==> config.mk <==
export PLATFORM = sky130hd
export DESIGN_NAME = cca_stage
export DESIGN_NICKNAME = d
export VERILOG_FILES = /design/src/hdl/cca_pkg.sv /design/src/hdl/cca_stage.sv
export SDC_FILE = /design/constraint.sdc
export NUM_CORES = 1
export LEC_CHECK = 0
export BUFFER_PORTS_ARGS = -buffer_cell sky130_fd_sc_hd__clkbuf_2
export CORE_UTILIZATION = 60
export CTS_CLUSTER_DIAMETER = 60
export DETAILED_ROUTE_END_ITERATION = 7
export MAX_ROUTING_LAYER = met4
export PLACE_DENSITY_LB_ADDON = 0.2
export SKIP_LAST_GASP = 1
export SYNTH_ARGS = -nofsm -noshare
export SYNTH_HDL_FRONTEND = slang
export SYNTH_SLANG_ARGS = --single-unit
==> constraint.sdc <==
create_clock -name clk -period 9.7 [get_ports clk]
set_input_delay 0.485 -clock clk [delete_from_list [all_inputs] [get_ports clk]]
set_output_delay 0.485 -clock clk [all_outputs]
set_load 0.01 [all_outputs]
==> src/hdl/cca_pkg.sv <==
// ----------------------------------------------------------------------------
// cca_pkg
// Types, constants and helper functions of the CRC checked angle block.
// ----------------------------------------------------------------------------
`timescale 1ns / 1ps

package cca_pkg;

  localparam int XY_W     = 43;
  localparam int IN_SCALE = 24;
  localparam int Z_W      = 26;
  localparam int ACC_FRAC = 16;
  localparam int TAB_LEN  = 24;

  localparam logic [7:0] CRC_POLY = 8'h1D;
  localparam logic [7:0] CRC_INIT = 8'hFB;

  localparam logic [1:0] STAT_OK    = 2'd0;
  localparam logic [1:0] STAT_CRC   = 2'd1;
  localparam logic [1:0] STAT_VALUE = 2'd2;

  localparam logic signed [Z_W-1:0] DEG180 = 26'sd11796480;

  typedef struct packed {
    logic signed [15:0] x_raw;
    logic signed [15:0] y_raw;
    logic        [7:0]  frame_crc;
  } in_t;

  typedef struct packed {
    logic        [1:0]  status;
    logic signed [15:0] angle_deg;
  } out_t;

  typedef struct packed {
    logic signed [XY_W-1:0] x;
    logic signed [XY_W-1:0] y;
    logic signed [Z_W-1:0]  z;
    logic        [31:0]     raw;
    logic        [7:0]      crc;
    logic        [7:0]      rx;
    logic                   bad;
  } stage_t;

  function automatic logic [7:0] crc_byte(input logic [7:0] acc, input logic [7:0] b);
    logic [7:0] v;
    v = acc ^ b;
    for (int k = 0; k < 8; k++) begin
      if (v[7]) begin
        v = (v << 1) ^ CRC_POLY;
      end else begin
        v = v << 1;
      end
    end
    return v;
  endfunction

  function automatic logic signed [Z_W-1:0] atan_entry(input logic [4:0] idx);
    logic signed [Z_W-1:0] t;
    case (idx)
      5'd0:    t = 26'sd2949120;
      5'd1:    t = 26'sd1740967;
      5'd2:    t = 26'sd919879;
      5'd3:    t = 26'sd466945;
      5'd4:    t = 26'sd234379;
      5'd5:    t = 26'sd117304;
      5'd6:    t = 26'sd58666;
      5'd7:    t = 26'sd29335;
      5'd8:    t = 26'sd14668;
      5'd9:    t = 26'sd7334;
      5'd10:   t = 26'sd3667;
      5'd11:   t = 26'sd1833;
      5'd12:   t = 26'sd917;
      5'd13:   t = 26'sd458;
      5'd14:   t = 26'sd229;
      5'd15:   t = 26'sd115;
      5'd16:   t = 26'sd57;
      5'd17:   t = 26'sd29;
      5'd18:   t = 26'sd14;
      5'd19:   t = 26'sd7;
      5'd20:   t = 26'sd4;
      5'd21:   t = 26'sd2;
      5'd22:   t = 26'sd1;
      default: t = '0;
    endcase
    return t;
  endfunction

endpackage

==> src/hdl/cca_stage.sv <==
// ----------------------------------------------------------------------------
// cca_stage
// One registered CORDIC vectoring iteration; the first four also fold one
// frame byte into the CRC.
// ----------------------------------------------------------------------------
`timescale 1ns / 1ps

module cca_stage #(
  parameter int IDX = 0
) (
  input  logic            clk,
  input  logic            rst_n,
  input  logic            in_valid,
  output logic            in_ready,
  input  cca_pkg::stage_t in_data,
  output logic            out_valid,
  input  logic            out_ready,
  output cca_pkg::stage_t out_data
);

  localparam int         ByteSel = (IDX < 4) ? IDX : 0;
  localparam logic [4:0] TabIdx  = 5'(IDX);

  logic                               valid_r;
  cca_pkg::stage_t                    data_r;
  cca_pkg::stage_t                    data_nxt;
  logic signed [cca_pkg::XY_W-1:0]    xs;
  logic signed [cca_pkg::XY_W-1:0]    ys;
  logic signed [cca_pkg::Z_W-1:0]     tab;

  assign in_ready  = !valid_r || out_ready;
  assign out_valid = valid_r;
  assign out_data  = data_r;

  always_comb begin
    data_nxt = in_data;
    xs       = in_data.x >>> IDX;
    ys       = in_data.y >>> IDX;
    tab      = cca_pkg::atan_entry(TabIdx);
    if (!in_data.y[cca_pkg::XY_W-1]) begin
      data_nxt.x = in_data.x + ys;
      data_nxt.y = in_data.y - xs;
      data_nxt.z = in_data.z + tab;
    end else begin
      data_nxt.x = in_data.x - ys;
      data_nxt.y = in_data.y + xs;
      data_nxt.z = in_data.z - tab;
    end
    if (IDX < 4) begin
      data_nxt.crc = cca_pkg::crc_byte(in_data.crc, in_data.raw[8*ByteSel +: 8]);
    end
  end

  always_ff @(posedge clk) begin
    if (!rst_n) begin
      valid_r <= 1'b0;
    end else if (in_ready) begin
      valid_r <= in_valid;
    end
  end

  always_ff @(posedge clk) begin
    if (in_ready && in_valid) begin
      data_r <= data_nxt;
    end
  end

endmodule

Word level (Yosys, flattened, before mapping)
Cells that the tools add are included.
Widths: inputs -> output; s select.
Cells by class
  add/subtract/negate cells: 5
  muxes and demuxes: 9
  bitwise gates (word level): 9
  reductions and logical operators: 3
Operator list (number)
  $mux 112: 1
  $sub 43x43->43: 2
  $add 43x43->43: 1
  $mux 5: 8
  $not 4->4: 8
  $add 26x23->26 const B: 1
  $sub 26x23->26 const B: 1
  $xor 8x8->8: 1
  $logic_and 1x1->1: 1
  $logic_not 1->1: 1
  $logic_or 1x1->1: 1
Storage, ports and cells
  register bits after elaboration: 162
  input bits: 165
  output and inout bits: 163
  word-level logic and storage cells: 35

Longest topological paths before layout
Gate-level depths: netlist of the first run.
  word-level depth: 17
  gate-level depth with buffers: 13
  gate-level depth less buffers: 12

Worst setup path after synthesis of the first run
Ideal clock, no wire load.
  kind: input-to-reg
  start: input port out_ready
  end: register data_r (netlist bit out_data[0]) (enable)
  library setup time: 0.540 ns
  data arrival time: 4.359 ns
  data required time: 9.160 ns
  slack: 4.801 ns
  stages: 2
  path buffers: 0
  path through: nand2b_1 and2_1
On the way
  longest elaborated chain between the ends: 2
RTL lines
  from (decl): line cca_stage.sv:17  | input logic out_ready,
  $logic_or 1x1->1: line cca_stage.sv:31  | assign in_ready = !valid_r || out_ready;
  $logic_and 1x1->1: line cca_stage.sv:63  | if (in_ready && in_valid) begin
  to (signal assigned): line cca_stage.sv:64  | data_r <= data_nxt;
  to (decl): line cca_stage.sv:25  | cca_pkg::stage_t data_r;
No other way between the ends.
A chain may end at the register's enable or synchronous reset.

==> results of run 1 <==
==> layer usage <==
layer	vias up	GRT usage	part of all wire
met3	132	0.0683	0.095
met2	720	0.622	0.47
met5	-	-	0
met1	5844	0.496	0.40
met4	0	0.173	0.043
li1	5769	-	-
==> cell usage after synthesis, drive strengths merged, types with 8 or more instances <==
master | instances | share of area
a211oi | 14 | 0.0078
a21boi | 12 | 0.0067
a21o | 40 | 0.022
a21oi | 175 | 0.065
a31oi | 9 | 0.0042
and2 | 10 | 0.0047
and3 | 13 | 0.0069
buf | 31 | 0.014
clkbuf | 32 | 0.0090
edfxtp | 160 | 0.36
ha | 150 | 0.14
inv | 140 | 0.039
mux2i | 19 | 0.014
nand2 | 74 | 0.021
nand2b | 17 | 0.0079
nand3 | 15 | 0.0056
nand4 | 15 | 0.0070
nor2 | 85 | 0.024
nor2b | 13 | 0.0061
nor3 | 27 | 0.010
nor4 | 13 | 0.0065
o211ai | 11 | 0.0065
o21a | 20 | 0.011
o21ai | 89 | 0.034
o21bai | 39 | 0.022
o31ai | 16 | 0.0090
or2 | 10 | 0.0047
or3 | 8 | 0.0037
xnor2 | 94 | 0.061
xor2 | 22 | 0.014
==> flip-flops by register name, indices dropped and copies added (netlist names) <==
signal and flops:
out_data 160, out_valid 1
==> layout make-up <==
class	instances	area (um^2)	share of cell area
Multi-Input combinational cell	1082	7760	0.493
Sequential cell	161	4820	0.307
Timing Repair Buffer	331	1670	0.106
Inverter	140	526	0.0334
Clock buffer	18	439	0.0279
Tap cell	280	350	0.0223
Clock inverter	14	168	0.0107
==> critical path: cells and delay by family <==
family                   cells  cell delay [ns]
AND/OR/NAND/NOR              2             0.71
AO/OA/AOI/OAI                5             1.45
adder cells (fa/ha/maj)      1             0.58
XOR/XNOR                     1             0.13
buffers and inverters        3             0.39
==> path summary, 6_finish.rpt <==
| kind | from | to | cells past startpoint |
|---|---|---|---|
| hold / removal | in_data[33] | out_data[33]$_DFFE_PP_ | 1 |
| hold reg to reg | out_valid$_SDFFE_PN0N_ | out_valid$_SDFFE_PN0N_ | 2 |
| setup reg to reg | out_valid$_SDFFE_PN0N_ | out_data[102]$_DFFE_PP_ | 3 |
| setup / recovery | in_data[83] | out_data[116]$_DFFE_PP_ | 12 |
==> through the flow <==
step,area (um^2),worst slack [ns]
final,15700,6.13
after detailed placement,15100,5.80
after global routing,15700,5.99
after CTS,15700,6.24
after floorplan,13400,4.80
after global placement,15100,5.85
==> where the power goes <==
part | leakage (uW) | switching [uW] | internal (uW) | total (uW)
registers | 0.00156 | 26.5 | 881 | 908
clock network | 0.000295 | 344 | 354 | 697
logic | 0.00534 | 502 | 297 | 799
==> logic make-up (layout without fill, tap and decap cells) <==
kind of cell	count (synthesis)	in the layout	share of synthesized area
AOI/OAI and AO/OA	480	480	0.227
xor gates and xnor gates	116	116	0.0758
adders and majority gates	154	154	0.146
buffers and inverters	203	503	0.0618
DFF	161	161	0.360
muxes	19	19	0.0142
and+or+nand+nor	313	313	0.116
==> cell usage in the layout (no fill, tap or decap), drive strengths merged, types with 16 or more instances in the layout <==
master,count
clkbuf,344
a21oi,175
edfxtp,160
ha,150
inv,145
xnor2,94
o21ai,89
nor2,85
nand2,74
a21o,40
o21bai,39
nor3,27
xor2,22
o21a,20
mux2i,19
nand2b,17
o31ai,16
==> metrics.txt, run 1 <==
CP Cell Sequence=clkbuf_2, inv_1, ha_1, inv_1, nor3_1, and2_1, a21boi_0, o21ai_0, a21oi_1, o21a_1, a221oi_1, xnor2_1; core area=21900 um^2; DR WL/cell=21.9 um; Layout Skew=0.00904 ns; post-layout min period=3.57 ns; CP required=9.89 ns; Clock Tree Buf Depth=2; number of flops mapped to enable cells by yosys=160; via/cell ratio=6.15; layout cells sized above 1=0.226; H-tree levels=4; first-pass GRT wire length=66100 um; fin cells=2026; gr ovfl total=0; Power Density=153 nW/um^2; crit path launch type=input port; Nets=2052; fill count=1702; Unique masters post-synth=78; vias post-DR=12465; maximum capacitance violations=0; CP Class=input port to register; flop2flop setup slack=7.00 ns; routability cong.=1.01; initial drt markers=1253; final hold violation count=0; Hold Path Class=input port to register; CP max stage cell=ha_1; leak pwr=0.00719 uW; Post-Syn Nets=1765; #FFs+latches synth=161; final total power=2400 uW; Max Clock Freq=280 MHz; Synth Flop Type=edfxtp_1; CTS root buf=clkbuf_16; Crit path largest cell delay=0.58 ns; CP arrival=3.76 ns; Synth Cell Area=13400 um^2; Worst slew margin=0.205; Remaining DRCs=0; Worst Max-Slew Pin Slew=1.19 ns; Post-CTS Resized=0; setup TNS=0 ns; worst-case vdd ir drop=121 uV; post-CTS setup buffer count=0; Seq/Total Area, Yosys=0.360; Pre-antenna DRT Iters=6; period utilization=0.368; outcome=finished, final reports clean; RSZ-0062 raised after global routing=false; final setup vio count=0; DP Cell Count=1994; row count=54; crit path max fanout=13; Routed Antenna Nets=0; Chip Width=152 um; Die H=152 um; Initial Util=0.613; Worst-path clk slew=0.08 ns; Clock Latency Late Sink=0.45 ns; hold-fix buffer count after cts=0; # diodes=0; Pins Over Slew Limit=0; pin count of the biggest net entering global routing=89; Top-Level Pins=328; hold slack=0.209 ns; Final Util=0.719; initial antenna violation count=0; synth-to-layout area growth=17.3%; Gate Count Post-Synth=1446; number of global-route vias before repair=11863; TritonCTS clock tree=done; HPWL Detailed=34900 um; synthesized area per cell=9.27 um^2; WL final=44300 um; CP endpoint kind=register; CTS Buf Count=17; Most common cell on crit path=inv_1; port bufs=327; ys async rst share=0; die area=23000 um^2; number of clock sinks=161; Overall Global Routing Usage=0.394; Syn. warnings=0
Power figures use the tool's default switching activity.
==> run 2, diff against run 1 <==
--- a/config.mk
+++ b/config.mk
@@ -6,7 +6,7 @@
 export NUM_CORES = 1
 export LEC_CHECK = 0
 export BUFFER_PORTS_ARGS = -buffer_cell sky130_fd_sc_hd__clkbuf_2
-export CORE_UTILIZATION = 60
+export CORE_UTILIZATION = 55
 export CTS_CLUSTER_DIAMETER = 60
 export DETAILED_ROUTE_END_ITERATION = 7
 export MAX_ROUTING_LAYER = met4
==> constraint.sdc (replaced) <==
create_clock -name clk -period 3.58 [get_ports clk]
set_input_delay 0.179 -clock clk [delete_from_list [all_inputs] [get_ports clk]]
set_output_delay 0.179 -clock clk [all_outputs]
set_load 0.01 [all_outputs]
==> run 2 against run 1 <==
- clock skew increased by 0.0065 ns
- flip-flop and latch count stayed put
- global-route usage shrank 0.56 points
- register-to-register slack got worse by 5.3 ns
- largest cell class unchanged
- die area increased by 9.0%
- total power rose to 2.8 times the previous value
- routed wire length grew 6.4%
==> metrics.txt, run 2 (synthesized netlist as in run 1, its figures left out) <==
crit path max fanout=3 (-10); via/cell ratio=5.95 (-3.3%); Top-Level Pins=328 (unchanged); leak pwr=0.00767 uW (+6.7%); period utilization=0.864; Routed met1 length=18800 um (+7.0%); crit path from=in_data[75]; Layout Skew=0.0155 ns (+0.00645 ns); Nets=2155 (+5.0%); final setup vio count=0 (unchanged); max reg flops=160 (unchanged); crit path launch type=input port; synth-to-layout area growth=24.9%; Max Clock Freq=323 MHz; die area=25000 um^2 (+9.0%); Remaining DRCs=0 (unchanged); Met3 Wirelength=4140 um (-1.4%); core area=23700 um^2 (+8.2%); WL final=47200 um (+6.4%); R2R Path Start=out_valid$_SDFFE_PN0N_; final total power=6790 uW (+180%); Clock Tree Buf Depth=2 (unchanged); setup TNS=0 ns (unchanged); Clock Latency Late Sink=0.44 ns (about the same); CP arrival=3.27 ns (-0.49 ns); placed inst area=15500 um^2 (+2.7%); storage element area=4820 um^2 (unchanged); flop2flop setup slack=1.71 ns (-5.29 ns); Die H=158 um (+4.4%); port bufs=327 (unchanged); post-layout min period=3.09 ns; Worst-path clk slew=0.07 ns (about the same); gr ovfl total=0 (unchanged); number of global-route vias before repair=12561 (+5.9%); DP Cell Count=2077 (+4.2%); Pins Over Slew Limit=0 (unchanged); HPWL Detailed=34800 um (about the same); worst-case vdd ir drop=252 uV (+110%); initial antenna violation count=2 (+2); TritonCTS clock tree=done; final instance area=16800 um^2 (+6.5%); Overall Global Routing Usage=0.388 (-0.00558); initial drt markers=1230 (-1.8%); Post-CTS Resized=0 (unchanged); post-CTS setup buffer count=0 (unchanged); uppermost layer routed=met4; crit path capture=out_data[160]$_DFFE_PP_; number of clock sinks=161 (unchanged); Hold Path Class=input port to register; CTS root buf=clkbuf_16; Routed Antenna Nets=0 (unchanged); fin cells=2170 (+7.1%); hold-fix buffer count after cts=59 (+59); maximum capacitance violations=0 (unchanged); CP required=3.76 ns (-6.13 ns); Multi-input gate area=7760 um^2 (unchanged); Power Density=405 nW/um^2 (+170%); RSZ-0062 raised after global routing=false; pin count of the biggest net entering global routing=84 (-5.6%); final hold violation count=0 (unchanged); Worst slew margin=0.398 (+0.193); Chip Width=158 um (+4.4%); DR WL/cell=21.7 um (-0.67%); CP Class=input port to register; H-tree levels=4 (unchanged); CTS Buf Count=17 (unchanged); first-pass GRT wire length=71000 um (+7.4%); CP endpoint kind=register; outcome=finished, final reports clean; Initial Util=0.566 (-0.0464); DR WL met2=22100 um (+7.3%); worst reg-to-reg path cell count=3 (unchanged); commonest non-fill, non-tap cell in the layout=clkbuf_2; most frequent cells in the layout=clkbuf_2 (326), a21oi_1 (175), edfxtp_1 (160); vias post-DR=12909 (+3.6%); Worst Max-Slew Pin Slew=0.904 ns (-0.289 ns); layout cells sized above 1=0.236 (+0.0107); Pre-antenna DRT Iters=6 (unchanged); fill count=1877 (+10%); RR Endpoint=out_data[142]$_DFFE_PP_; row count=56 (+3.7%); routability cong.=0.959 (-4.8%); hold slack=0.0793 ns (-0.130 ns)
[run 2: metal layers]
| metal | GRT usage | vias to the layer above |
|---|---|---|
| met5 | - | - |
| met4 | 0.186 | 0 |
| met3 | 0.0857 | 137 |
| met2 | 0.614 | 695 |
| met1 | 0.469 | 6113 |
| li1 | - | 5964 |
[run 2: layout make-up]
class / instances / area share
repair buffers: 434 / 0.156
flip-flops and latches: 161 / 0.288
diodes: 2 / 0.000299
well taps: 319 / 0.0238
inverters: 140 / 0.0314
multi-input cells: 1082 / 0.463
clock buffers: 18 / 0.0256
clock inverters: 14 / 0.0117
[run 2: worst min path at each step]
stage | from | endpoint | slack, ns | cells after the start
finish | in_data[160] | out_data[117]$_DFFE_PP_ | 0.08 | 2
global route | in_data[160] | out_data[117]$_DFFE_PP_ | 0.09 | 2
CTS | in_data[65] | out_data[65]$_DFFE_PP_ | 0.04 | 2
detailed placement | in_data[5] | out_data[5]$_DFFE_PP_ | 0.36 | 1
global placement | in_data[0] | out_data[0]$_DFFE_PP_ | 0.36 | 1
floorplan | in_data[0] | out_data[0]$_DFFE_PP_ | 0.28 | 0
[run 2: report_power, final]
group | switching, uW | total [uW] | leakage (uW) | internal [uW]
clock | 895 | 2020 | 0.000304 | 1130
combinational | 1390 | 2300 | 0.00581 | 905
sequential | 81.7 | 2470 | 0.00156 | 2390
total | 2370 | 6790 | 0.00767 | 4420
[run 2: worst max-delay path, cell delays in order]
cell and delay, ns:
clkbuf_2 0.11, ha_1 0.22, inv_1 0.09, fa_1 0.21, nor2_1 0.07, o311a_1 0.33
o41a_1 0.41, a211o_1 0.41, o2111ai_2 0.23, nand2_1 0.18, a221oi_1 0.47, a31oi_1 0.18
xor2_1 0.19
[run 2: through the flow]
step	util	setup slack, ns
after floorplan	-	0.655
final	0.708	0.488
after CTS	0.707	0.592
after detailed placement	0.656	0.146
after global placement	0.656	0.110
after global routing	0.708	0.227
